===== src/design/jbt_pkg.sv =====
package jbt_pkg;

    // internal counter width, outputs carry the low 32 bits
    localparam int CNT_W = 32;
    typedef logic [CNT_W-1:0] t_cnt;
    localparam t_cnt CNT_MAX = '1;

    // result queue geometry (power of two)
    localparam int Q_DEPTH = 4;
    localparam int Q_PTR_W = $clog2(Q_DEPTH);

    typedef enum logic [1:0] {
        RK_TOKEN = 2'd0,
        RK_ERROR = 2'd1,
        RK_DONE  = 2'd2
    } t_res_kind;

    typedef enum logic [3:0] {
        TK_NONE     = 4'd0,
        TK_STRING   = 4'd1,
        TK_NUMBER   = 4'd2,
        TK_COMMA    = 4'd3,
        TK_COLON    = 4'd4,
        TK_LBRACE   = 4'd5,
        TK_RBRACE   = 4'd6,
        TK_LBRACKET = 4'd7,
        TK_RBRACKET = 4'd8,
        TK_TRUE     = 4'd9,
        TK_FALSE    = 4'd10,
        TK_NULL     = 4'd11
    } t_tok_kind;

    // keyword selector codes
    localparam logic [1:0] KW_TRUE  = 2'd0;
    localparam logic [1:0] KW_FALSE = 2'd1;
    localparam logic [1:0] KW_NULL  = 2'd2;

    // characters the lexer looks at
    localparam logic [7:0] CH_LBRACE   = 8'h7B;
    localparam logic [7:0] CH_RBRACE   = 8'h7D;
    localparam logic [7:0] CH_LBRACKET = 8'h5B;
    localparam logic [7:0] CH_RBRACKET = 8'h5D;
    localparam logic [7:0] CH_COMMA    = 8'h2C;
    localparam logic [7:0] CH_COLON    = 8'h3A;
    localparam logic [7:0] CH_QUOTE    = 8'h22;
    localparam logic [7:0] CH_BSLASH   = 8'h5C;
    localparam logic [7:0] CH_NL       = 8'h0A;
    localparam logic [7:0] CH_CR       = 8'h0D;
    localparam logic [7:0] CH_SPACE    = 8'h20;
    localparam logic [7:0] CH_TAB      = 8'h09;
    localparam logic [7:0] CH_MINUS    = 8'h2D;
    localparam logic [7:0] CH_PLUS     = 8'h2B;
    localparam logic [7:0] CH_DOT      = 8'h2E;
    localparam logic [7:0] CH_ZERO     = 8'h30;
    localparam logic [7:0] CH_NINE     = 8'h39;
    localparam logic [7:0] CH_LOW_E    = 8'h65;
    localparam logic [7:0] CH_UP_E     = 8'h45;
    localparam logic [7:0] CH_T        = 8'h74;
    localparam logic [7:0] CH_F        = 8'h66;
    localparam logic [7:0] CH_N        = 8'h6E;

    typedef struct packed {
        t_res_kind  result_kind;
        t_tok_kind  token_kind;
        logic [31:0] start_pos;
        logic [31:0] end_pos;
        logic [31:0] line_number;
        logic [31:0] column_number;
        logic [31:0] token_index;
        logic [7:0]  bad_byte;
        logic        last;
    } t_result;

    // up to two results produced by one byte
    typedef struct packed {
        logic [1:0] count;
        t_result    r0;
        t_result    r1;
    } t_res_pair;

    function automatic t_cnt sat_inc(t_cnt x);
        return (x == CNT_MAX) ? x : t_cnt'(x + 1'b1);
    endfunction

    function automatic logic is_digit(logic [7:0] b);
        return (b >= CH_ZERO) && (b <= CH_NINE);
    endfunction

    function automatic logic is_number_byte(logic [7:0] b);
        return is_digit(b) || (b == CH_MINUS) || (b == CH_PLUS) || (b == CH_DOT) ||
               (b == CH_LOW_E) || (b == CH_UP_E);
    endfunction

    function automatic logic [2:0] kw_len(logic [1:0] sel);
        return (sel == KW_FALSE) ? 3'd5 : 3'd4;
    endfunction

    // expected letter of a keyword at a given step
    function automatic logic [7:0] kw_char(logic [1:0] sel, logic [2:0] step);
        logic [7:0] ch;
        ch = 8'h00;
        case (sel)
            KW_FALSE: begin
                case (step)
                    3'd0:    ch = "f";
                    3'd1:    ch = "a";
                    3'd2:    ch = "l";
                    3'd3:    ch = "s";
                    3'd4:    ch = "e";
                    default: ch = 8'h00;
                endcase
            end
            KW_NULL: begin
                case (step)
                    3'd0:    ch = "n";
                    3'd1:    ch = "u";
                    3'd2:    ch = "l";
                    3'd3:    ch = "l";
                    default: ch = 8'h00;
                endcase
            end
            default: begin
                case (step)
                    3'd0:    ch = "t";
                    3'd1:    ch = "r";
                    3'd2:    ch = "u";
                    3'd3:    ch = "e";
                    default: ch = 8'h00;
                endcase
            end
        endcase
        return ch;
    endfunction

    function automatic t_result make_result(t_res_kind rk, t_tok_kind tk, t_cnt s, t_cnt e,
                                            t_cnt row, t_cnt col, t_cnt tidx,
                                            logic [7:0] bad);
        t_result r;
        r.result_kind   = rk;
        r.token_kind    = tk;
        r.start_pos     = 32'(s);
        r.end_pos       = 32'(e);
        r.line_number   = 32'(row);
        r.column_number = 32'(col);
        r.token_index   = 32'(tidx);
        r.bad_byte      = bad;
        r.last          = 1'b0;
        return r;
    endfunction

endpackage


===== src/design/jbt_ifs.sv =====
// byte input channel
interface jbt_in_if;
    logic       valid;
    logic       ready;
    logic [7:0] data_byte;
    logic       end_of_input;

    modport source (output valid, output data_byte, output end_of_input, input ready);
    modport sink   (input valid, input data_byte, input end_of_input, output ready);
endinterface

// result channel
interface jbt_out_if;
    logic        valid;
    logic        ready;
    logic [1:0]  result_kind;
    logic [3:0]  token_kind;
    logic [31:0] start_pos;
    logic [31:0] end_pos;
    logic [31:0] line_number;
    logic [31:0] column_number;
    logic [31:0] token_index;
    logic [7:0]  bad_byte;
    logic        last;

    modport source (
        output valid, output result_kind, output token_kind, output start_pos,
        output end_pos, output line_number, output column_number,
        output token_index, output bad_byte, output last, input ready
    );
    modport sink (
        input valid, input result_kind, input token_kind, input start_pos,
        input end_pos, input line_number, input column_number,
        input token_index, input bad_byte, input last, output ready
    );
endinterface


===== src/design/jbt_lexer_core.sv =====
module jbt_lexer_core (
    input  logic              i_clk,
    input  logic              i_rst_n,
    input  logic              i_step,
    input  logic [7:0]        i_data_byte,
    input  logic              i_end_of_input,
    output jbt_pkg::t_res_pair o_res
);
    import jbt_pkg::*;

    typedef enum logic [2:0] {
        MODE_IDLE    = 3'd0,
        MODE_STRING  = 3'd1,
        MODE_ESCAPE  = 3'd2,
        MODE_NUMBER  = 3'd3,
        MODE_KEYWORD = 3'd4,
        MODE_ERROR   = 3'd5,
        MODE_DONE    = 3'd6
    } t_mode;

    t_mode      r_mode, n_mode;
    logic [1:0] r_kw_sel, n_kw_sel;
    logic [2:0] r_kw_step, n_kw_step;
    t_cnt       r_pos, n_pos;
    t_cnt       r_row, n_row;
    t_cnt       r_col, n_col;
    t_cnt       r_tok_start, n_tok_start;
    t_cnt       r_tok_col, n_tok_col;
    t_cnt       r_tok_cnt, n_tok_cnt;

    t_result    res0, res1;
    logic [1:0] rcnt;

    // per-byte scan step
    always_comb begin
        t_cnt       p;
        t_cnt       col;
        logic       do_disp;
        logic       d_en;
        t_result    d_res;
        t_tok_kind  single;
        logic [1:0] sel;
        logic [2:0] st;
        logic [2:0] st_nx;
        logic [7:0] b;

        n_mode      = r_mode;
        n_kw_sel    = r_kw_sel;
        n_kw_step   = r_kw_step;
        n_pos       = r_pos;
        n_row       = r_row;
        n_col       = r_col;
        n_tok_start = r_tok_start;
        n_tok_col   = r_tok_col;
        n_tok_cnt   = r_tok_cnt;
        res0        = '0;
        res1        = '0;
        rcnt        = 2'd0;
        do_disp     = 1'b0;
        d_en        = 1'b0;
        d_res       = '0;
        single      = TK_NONE;
        b           = i_data_byte;
        p           = sat_inc(r_pos);
        col         = sat_inc(r_col);
        sel         = (r_kw_sel == KW_FALSE || r_kw_sel == KW_NULL) ? r_kw_sel : KW_TRUE;
        st          = r_kw_step;
        st_nx       = st + 3'd1;

        if (i_step && r_mode != MODE_ERROR && r_mode != MODE_DONE) begin
            if (i_end_of_input) begin
                // end of text: flush a pending number, then finish or fail
                if (r_mode == MODE_NUMBER) begin
                    res0 = make_result(RK_TOKEN, TK_NUMBER, r_tok_start, r_pos, r_row,
                                       r_tok_col, r_tok_cnt, 8'h00);
                    n_tok_cnt = sat_inc(r_tok_cnt);
                    res1 = make_result(RK_DONE, TK_NONE, r_pos, r_pos, r_row, r_col,
                                       n_tok_cnt, 8'h00);
                    rcnt   = 2'd2;
                    n_mode = MODE_DONE;
                end else if (r_mode == MODE_IDLE) begin
                    res0 = make_result(RK_DONE, TK_NONE, r_pos, r_pos, r_row, r_col,
                                       r_tok_cnt, 8'h00);
                    rcnt   = 2'd1;
                    n_mode = MODE_DONE;
                end else begin
                    res0 = make_result(RK_ERROR, TK_NONE, r_pos, r_pos, r_row, r_col,
                                       r_tok_cnt, 8'h00);
                    rcnt   = 2'd1;
                    n_mode = MODE_ERROR;
                end
            end else begin
                n_pos = p;
                n_col = col;
                case (r_mode)
                    MODE_STRING: begin
                        if (b == CH_QUOTE) begin
                            res0 = make_result(RK_TOKEN, TK_STRING, r_tok_start,
                                               t_cnt'(p - 1'b1), r_row, r_tok_col,
                                               r_tok_cnt, 8'h00);
                            n_tok_cnt = sat_inc(r_tok_cnt);
                            rcnt      = 2'd1;
                            n_mode    = MODE_IDLE;
                        end else if (b == CH_BSLASH) begin
                            n_mode = MODE_ESCAPE;
                        end else if (b == CH_NL || b == CH_CR) begin
                            res0 = make_result(RK_ERROR, TK_NONE, p, p, r_row, col,
                                               r_tok_cnt, b);
                            rcnt   = 2'd1;
                            n_mode = MODE_ERROR;
                        end
                    end
                    MODE_ESCAPE: begin
                        n_mode = MODE_STRING;
                    end
                    MODE_KEYWORD: begin
                        if (st < kw_len(sel) && b == kw_char(sel, st)) begin
                            n_kw_step = st_nx;
                            if (st_nx >= kw_len(sel)) begin
                                res0 = make_result(RK_TOKEN,
                                                   t_tok_kind'(4'(TK_TRUE) + 4'(sel)),
                                                   r_tok_start, p, r_row, r_tok_col,
                                                   r_tok_cnt, 8'h00);
                                n_tok_cnt = sat_inc(r_tok_cnt);
                                rcnt      = 2'd1;
                                n_mode    = MODE_IDLE;
                            end
                        end else begin
                            res0 = make_result(RK_ERROR, TK_NONE, p, p, r_row, col,
                                               r_tok_cnt, b);
                            rcnt   = 2'd1;
                            n_mode = MODE_ERROR;
                        end
                    end
                    MODE_NUMBER: begin
                        // a non-number byte closes the number and is then dispatched
                        if (!is_number_byte(b)) begin
                            res0 = make_result(RK_TOKEN, TK_NUMBER, r_tok_start,
                                               t_cnt'(p - 1'b1), r_row, r_tok_col,
                                               r_tok_cnt, 8'h00);
                            n_tok_cnt = sat_inc(r_tok_cnt);
                            rcnt      = 2'd1;
                            do_disp   = 1'b1;
                        end
                    end
                    default: begin
                        do_disp = 1'b1;
                    end
                endcase
            end
        end

        // idle dispatch of a byte
        if (do_disp) begin
            n_mode = MODE_IDLE;
            case (b)
                CH_LBRACE:   single = TK_LBRACE;
                CH_RBRACE:   single = TK_RBRACE;
                CH_LBRACKET: single = TK_LBRACKET;
                CH_RBRACKET: single = TK_RBRACKET;
                CH_COMMA:    single = TK_COMMA;
                CH_COLON:    single = TK_COLON;
                default:     single = TK_NONE;
            endcase
            if (single != TK_NONE) begin
                d_en      = 1'b1;
                d_res     = make_result(RK_TOKEN, single, p, p, r_row, col, n_tok_cnt, 8'h00);
                n_tok_cnt = sat_inc(n_tok_cnt);
            end else if (b == CH_QUOTE) begin
                n_tok_start = sat_inc(p);
                n_tok_col   = col;
                n_mode      = MODE_STRING;
            end else if (b == CH_MINUS || is_digit(b)) begin
                n_tok_start = p;
                n_tok_col   = col;
                n_mode      = MODE_NUMBER;
            end else if (b == CH_T || b == CH_F || b == CH_N) begin
                n_kw_sel    = (b == CH_T) ? KW_TRUE : (b == CH_F) ? KW_FALSE : KW_NULL;
                n_kw_step   = 3'd1;
                n_tok_start = p;
                n_tok_col   = col;
                n_mode      = MODE_KEYWORD;
            end else if (b == CH_NL) begin
                n_row = sat_inc(r_row);
                n_col = '0;
            end else if (b == CH_SPACE || b == CH_TAB) begin
                // whitespace is skipped
            end else begin
                d_en   = 1'b1;
                d_res  = make_result(RK_ERROR, TK_NONE, p, p, r_row, col, n_tok_cnt, b);
                n_mode = MODE_ERROR;
            end
            if (d_en) begin
                if (rcnt == 2'd0) begin
                    res0 = d_res;
                end else begin
                    res1 = d_res;
                end
                rcnt = rcnt + 2'd1;
            end
        end

        // flag the final result of this byte
        if (rcnt == 2'd2) begin
            res1.last = 1'b1;
        end else if (rcnt == 2'd1) begin
            res0.last = 1'b1;
        end
    end

    assign o_res.count = rcnt;
    assign o_res.r0    = res0;
    assign o_res.r1    = res1;

    // scanner state
    always_ff @(posedge i_clk) begin
        if (!i_rst_n) begin
            r_mode      <= MODE_IDLE;
            r_kw_sel    <= KW_TRUE;
            r_kw_step   <= 3'd0;
            r_pos       <= '0;
            r_row       <= t_cnt'(1);
            r_col       <= '0;
            r_tok_start <= '0;
            r_tok_col   <= '0;
            r_tok_cnt   <= '0;
        end else begin
            r_mode      <= n_mode;
            r_kw_sel    <= n_kw_sel;
            r_kw_step   <= n_kw_step;
            r_pos       <= n_pos;
            r_row       <= n_row;
            r_col       <= n_col;
            r_tok_start <= n_tok_start;
            r_tok_col   <= n_tok_col;
            r_tok_cnt   <= n_tok_cnt;
        end
    end

endmodule


===== src/design/jbt_out_fifo.sv =====
module jbt_out_fifo (
    input  logic               i_clk,
    input  logic               i_rst_n,
    input  jbt_pkg::t_res_pair i_push,
    output logic               o_room,
    jbt_out_if.source          o_out
);
    import jbt_pkg::*;

    t_result             r_q [Q_DEPTH];
    logic [Q_PTR_W-1:0]  r_wp, n_wp;
    logic [Q_PTR_W-1:0]  r_rp, n_rp;
    logic [Q_PTR_W:0]    r_cnt, n_cnt;
    logic [Q_PTR_W-1:0]  wp1;
    logic                pop;
    t_result             head;

    assign pop = o_out.valid && o_out.ready;
    assign wp1 = Q_PTR_W'(r_wp + 1'b1);

    // room for a full pair of results after this cycle's pop
    assign o_room = ((r_cnt - (Q_PTR_W+1)'(pop)) <= (Q_PTR_W+1)'(Q_DEPTH - 2));

    // pointer and fill update
    always_comb begin
        n_wp  = Q_PTR_W'(r_wp + i_push.count);
        n_rp  = Q_PTR_W'(r_rp + pop);
        n_cnt = (Q_PTR_W+1)'(r_cnt + (Q_PTR_W+1)'(i_push.count) - (Q_PTR_W+1)'(pop));
    end

    always_ff @(posedge i_clk) begin
        if (!i_rst_n) begin
            r_wp  <= '0;
            r_rp  <= '0;
            r_cnt <= '0;
        end else begin
            r_wp  <= n_wp;
            r_rp  <= n_rp;
            r_cnt <= n_cnt;
        end
    end

    // result storage
    always_ff @(posedge i_clk) begin
        if (i_push.count != 2'd0) begin
            r_q[r_wp] <= i_push.r0;
        end
        if (i_push.count == 2'd2) begin
            r_q[wp1] <= i_push.r1;
        end
    end

    // head beat
    assign head                = r_q[r_rp];
    assign o_out.valid         = (r_cnt != '0);
    assign o_out.result_kind   = head.result_kind;
    assign o_out.token_kind    = head.token_kind;
    assign o_out.start_pos     = head.start_pos;
    assign o_out.end_pos       = head.end_pos;
    assign o_out.line_number   = head.line_number;
    assign o_out.column_number = head.column_number;
    assign o_out.token_index   = head.token_index;
    assign o_out.bad_byte      = head.bad_byte;
    assign o_out.last          = head.last;

endmodule


===== src/design/json_byte_tokenizer_unit.sv =====
// Flow: a byte accepted at the input is held in the input register and is scanned there
//   once the result queue has room for two results; its results are then written into
//   the queue, whose head entry drives the output handshake.
// Throughput: one byte per cycle; a byte that yields two results needs two output
//   beats, and the four-entry result queue stalls input when it lacks two free slots.
// Reset: synchronous active-low i_rst_n clears the scanner to idle, row 1, all counters
//   to zero, and empties the input register and result queue.
module json_byte_tokenizer_unit (
    input  logic      i_clk,
    input  logic      i_rst_n,
    jbt_in_if.sink    i_in,
    jbt_out_if.source o_out
);
    import jbt_pkg::*;

    logic       r_in_valid;
    logic [7:0] r_in_byte;
    logic       r_in_eoi;
    logic       room;
    logic       step;
    t_res_pair  res;

    // a registered byte is scanned when the queue can take two results
    assign step       = r_in_valid && room;
    assign i_in.ready = !r_in_valid || step;

    // input register
    always_ff @(posedge i_clk) begin
        if (!i_rst_n) begin
            r_in_valid <= 1'b0;
        end else if (i_in.ready) begin
            r_in_valid <= i_in.valid;
        end
    end

    always_ff @(posedge i_clk) begin
        if (i_in.valid && i_in.ready) begin
            r_in_byte <= i_in.data_byte;
            r_in_eoi  <= i_in.end_of_input;
        end
    end

    jbt_lexer_core u_core (
        .i_clk          (i_clk),
        .i_rst_n        (i_rst_n),
        .i_step         (step),
        .i_data_byte    (r_in_byte),
        .i_end_of_input (r_in_eoi),
        .o_res          (res)
    );

    jbt_out_fifo u_fifo (
        .i_clk   (i_clk),
        .i_rst_n (i_rst_n),
        .i_push  (res),
        .o_room  (room),
        .o_out   (o_out)
    );

endmodule


===== src/flat_wrapper.sv =====
// flat-port wrapper written by rule: the top's interface ports become plain ports
module json_byte_tokenizer_unit_flat import jbt_pkg::*;
  (i_clk, i_rst_n, i_in_valid, i_in_data_byte, i_in_end_of_input, i_in_ready, o_out_valid, o_out_result_kind, o_out_token_kind, o_out_start_pos, o_out_end_pos, o_out_line_number, o_out_column_number, o_out_token_index, o_out_bad_byte, o_out_last, o_out_ready);
  jbt_in_if i_in_i ();
  jbt_out_if o_out_i ();
  input  logic i_clk;
  input  logic i_rst_n;
  input wire logic [$bits(i_in_i.valid)-1:0] i_in_valid;
  input wire logic [$bits(i_in_i.data_byte)-1:0] i_in_data_byte;
  input wire logic [$bits(i_in_i.end_of_input)-1:0] i_in_end_of_input;
  output wire logic [$bits(i_in_i.ready)-1:0] i_in_ready;
  output wire logic [$bits(o_out_i.valid)-1:0] o_out_valid;
  output wire logic [$bits(o_out_i.result_kind)-1:0] o_out_result_kind;
  output wire logic [$bits(o_out_i.token_kind)-1:0] o_out_token_kind;
  output wire logic [$bits(o_out_i.start_pos)-1:0] o_out_start_pos;
  output wire logic [$bits(o_out_i.end_pos)-1:0] o_out_end_pos;
  output wire logic [$bits(o_out_i.line_number)-1:0] o_out_line_number;
  output wire logic [$bits(o_out_i.column_number)-1:0] o_out_column_number;
  output wire logic [$bits(o_out_i.token_index)-1:0] o_out_token_index;
  output wire logic [$bits(o_out_i.bad_byte)-1:0] o_out_bad_byte;
  output wire logic [$bits(o_out_i.last)-1:0] o_out_last;
  input wire logic [$bits(o_out_i.ready)-1:0] o_out_ready;
  assign i_in_i.valid = i_in_valid;
  assign i_in_i.data_byte = i_in_data_byte;
  assign i_in_i.end_of_input = i_in_end_of_input;
  assign i_in_ready = i_in_i.ready;
  assign o_out_valid = o_out_i.valid;
  assign o_out_result_kind = o_out_i.result_kind;
  assign o_out_token_kind = o_out_i.token_kind;
  assign o_out_start_pos = o_out_i.start_pos;
  assign o_out_end_pos = o_out_i.end_pos;
  assign o_out_line_number = o_out_i.line_number;
  assign o_out_column_number = o_out_i.column_number;
  assign o_out_token_index = o_out_i.token_index;
  assign o_out_bad_byte = o_out_i.bad_byte;
  assign o_out_last = o_out_i.last;
  assign o_out_i.ready = o_out_ready;
  json_byte_tokenizer_unit u_core (.i_clk(i_clk), .i_rst_n(i_rst_n), .i_in(i_in_i), .o_out(o_out_i));
endmodule

===== config.mk =====
export PLATFORM = sky130hd
export DESIGN_NAME = json_byte_tokenizer_unit_flat
export DESIGN_NICKNAME = d
export VERILOG_FILES = /design/src/design/jbt_pkg.sv /design/src/design/jbt_ifs.sv /design/src/design/jbt_lexer_core.sv /design/src/design/jbt_out_fifo.sv /design/src/design/json_byte_tokenizer_unit.sv /design/src/flat_wrapper.sv
export SDC_FILE = /design/constraint.sdc
export NUM_CORES = 2
export LEC_CHECK = 0
export ABC_AREA = 1
export BUFFER_PORTS_ARGS = -buffer_cell sky130_fd_sc_hd__buf_2
export CORE_ASPECT_RATIO = 0.7
export CORE_UTILIZATION = 45
export CTS_BUF_LIST = sky130_fd_sc_hd__clkbuf_4
export DETAILED_ROUTE_END_ITERATION = 10
export GPL_TIMING_DRIVEN = 0
export PLACE_DENSITY = 0.65
export RECOVER_POWER = 50
export SYNTH_ARGS = -nofsm -noshare
export SYNTH_HDL_FRONTEND = slang
export SYNTH_SLANG_ARGS = --single-unit

===== constraint.sdc =====
create_clock -name i_clk -period 15.9 [get_ports i_clk]
set_input_delay 0.795 -clock i_clk [delete_from_list [all_inputs] [get_ports i_clk]]
set_output_delay 0.795 -clock i_clk [all_outputs]
set_load 0.05 [all_outputs]

==> flow_summary.toml <==
[final_layout]
fill_cells = 12300
nets = 7744
ff_latch_area_sq_um = 25500
syn_to_final_growth_pct = 10.8
final_cell_mix = "nand2_1 (1653), o21ai_0 (1248), nor2_1 (820)"
multiInputGateArea_sq_um = 25600
drive_above_1_share_pct = 7.35
stdcell_area_sq_um = 61400
layout_commonest_cell = "nand2_1"

[placed_design]
dpl.hpwl_um = 210000
dpl-instance-area_sq_um = 58900
gp_congestion = 1.06
io_buffers = 188
dp_slack_ns = 7.17

[sta]
tns_ns = 0
rsz0062_at_grt = "no"
fin_skew_ns = 0.151
drv_slew = 121
hold_viol_final = 0
tightestPinTransition_ns = 2.36
layout_setup_ws_ns = 3.93
fin_crit_sh_pct = 75.3
timing.hold.ws_ns = 0.151
setup_viol = 0
fin_crit_ns = 11.97
relSlewSlack_pct = -57.9
fmax_mhz = 83.5

[synthesis]
ys_ff_latch = 917
syn-instance-count = 7258
ys_types = 67
synth_top_area_cell = "edfxtp_1"
synthFlopType = "edfxtp_1"
synth_area_sq_um = 55400
synth_edf_count = 709
synthArstFlopShare_pct = 0
ys_warn_count = 0
synth_area_leaders = "edfxtp_1 (38%), nand2_1 (11%), o21ai_0 (10%), dfxtp_1 (7.5%), nor2_1 (5.5%)"
avgSynthCellArea_sq_um = 7.64
syn-num-nets = 7297
synth_top_area_share_pct = 38.4
synth-seq-area-share_pct = 45.9

[grt]
grt_max_degree = 56
grtUsageTotal_pct = 43.4
grt-ovfl-total = 0
grt_pass1_vias = 53900
antenna_found_initial = 12
grt_pass1_wl_um = 389000

[worst_hold_path]
worstHoldPathCells = 2
hp-class = "in -> reg"

[floorplanning]
die_h_um = 296
fp.dieW_um = 421
floorplan.initialDensity_pct = 45.4
design.die.area_sq_um = 125000
core_sq_um = 122000
fp-row-count = 107
ios = 190

[worst_setup_path]
path_common_cell = "clkbuf_1"
arrival_ns = 13.02
crit_fanout = 23
setup.worst_path.start_class = "register"
rr_worst_depth = 23
required_ns = 16.95
slowest_stage = "clkbuf_1"
max_stage_delay_ns = 0.96
worstSetupPathType = "reg -> reg"
crit_chain = "nor2_1 -> a21boi_0 -> ha_1 -> ha_1 -> o21ai_0 -> inv_1 -> nand2_1 -> nor2_1 -> inv_1 -> clkbuf_1 -> clkbuf_1 -> ha_1 -> a21oi_1 -> inv_1 -> nand3_1 -> clkbuf_1 -> clkbuf_1 -> clkbuf_1 -> o21ai_0 -> clkbuf_1 -> buf_12 -> buf_12 -> buf_12"
end_kind = "register"

[status]
outcome = "complete, but fails checks"
violations = "capacitance limit, slew limit"

[clock_tree]
path_clk_slew_ns = 0.07
cts.sinks = 917
insertion_delay_ns = 1.37
cts_tree = "done"
cts_hold_buf = 10
clock_path_buffers = 3
cts_buffers = 230
post_cts_buffers = 0
cts_resized = 0
cts_root_buf = "clkbuf_4"
htree_levels = 4

[power]
p_per_area_nw_per_um2 = 159
power_leakage_nw = 22.0
ir_worst_vdd_uv = 106

[detailed_routing]
viasPerCell = 6.35
wire_per_inst_um = 29.3
routed_wl_um = 280000
drc = 0
dr.pass1.iters = 6
dr.first_iter.drc_count = 11100
ant_nets = 0
vias = 60700

[flow_run]
cap_violations = 7
-- cell type report --
class | count | share of cell area [%]
Timing Repair Buffer | 215 | 1.97
Clock inverter | 77 | 0.605
Antenna cell | 11 | 0.0448
Buffer | 481 | 3.19
Multi-Input combinational cell | 5298 | 41.7
Inverter | 562 | 3.44
Clock buffer | 353 | 4.32
Tap cell | 1635 | 3.33
Sequential cell | 917 | 41.5
-- cell usage after synthesis, types with 16 or more instances --
master and number:
a21oi_1 318, a221oi_1 32, a22oi_1 40, a31oi_1 28
buf_1 24, buf_2 47, buf_4 65, buf_6 16
clkbuf_1 328, clkinv_1 19, dfxtp_1 208, edfxtp_1 709
ha_1 25, inv_1 499, inv_2 43, nand2_1 1653
nand2_2 23, nand3_1 228, nand4_1 58, nor2_1 812
nor2_2 18, nor3_1 82, nor4_1 30, o2111ai_1 21
o211ai_1 30, o21ai_0 1141, o21ai_1 196, o22ai_1 300
o32ai_1 16, xor2_1 126
-- power breakdown --
part	switching [mW]	internal, mW	leakage (nW)
sequential	0.178	2.94	8.40
clock	1.11	1.02	1.81
combinational	3.69	0.836	11.8
-- worst paths after layout --
kind	endpoint	startpoint	slack [ns]
min reg2reg	u_core.u_core.r_row[7]	u_core.u_core.r_row[5]	0.46
max reg2reg	u_core.u_fifo.r_q[3][44]	u_core.u_fifo.r_cnt[2]	3.93
max	u_core.u_fifo.r_q[3][44]	u_core.u_fifo.r_cnt[2]	3.93
min	u_core.r_in_byte[4]	i_in_data_byte[4]	0.15
-- critical path, delay by kind of cell (launching register included) --
family	cells	cell delay (ns)
buf+inv	12	6.73
compound gates	4	2.51
simple gates	4	1.14
fa+ha+maj	3	0.83
flops	1	0.38
-- per-layer routing --
metal / vias up / wire [um] / global-route usage, %
met5: - / 11 / 0
met4: 2 / 11900 / 16.2
met3: 633 / 48200 / 18.4
met2: 5046 / 105000 / 56.6
met1: 28800 / 115000 / 62.5
li1: 26200 / - / -
-- flip-flops by register name, summed over array words and instances, names as in the netlist --
register	count
u_core.u_fifo.r_cnt	3
u_core.u_core.r_tok_start	32
u_core.u_core.r_pos	32
u_core.u_core.r_tok_cnt	32
u_core.u_core.r_row	32
u_core.r_in_eoi	1
u_core.u_core.r_mode	3
u_core.u_fifo.r_rp	2
u_core.u_core.r_tok_col	32
u_core.u_fifo.r_wp	2
u_core.u_core.r_col	32
u_core.u_fifo.r_q	700
u_core.u_core.r_kw_sel	2
u_core.u_core.r_kw_step	3
u_core.r_in_byte	8
u_core.r_in_valid	1
-- cells by family (layout without fill, tap and decap cells) --
family / after synthesis / in the layout / synth area share, %
muxes: 1 / 1 / 0.0181
adders and majority gates: 26 / 26 / 0.600
AOI/OAI and AO/OA: 2181 / 2181 / 21.6
DFF: 917 / 917 / 45.9
buffers and inverters: 1043 / 1688 / 7.83
other: 0 / 11 / 0
and+or+nand+nor: 2962 / 2962 / 22.0
xor gates and xnor gates: 128 / 128 / 2.02
-- stage by stage --
step	cells	total power [mW]	utilization, %
2_1_floorplan	7258	5.97	-
3_3_place_gp	9081	7.61	47.9
3_5_place_dp	9098	7.58	48.3
4_1_cts	9538	9.66	50.8
5_1_grt	9547	10.0	50.3
6_report	9549	9.78	50.3
Note: power is estimated with default switching activity, not from simulation.
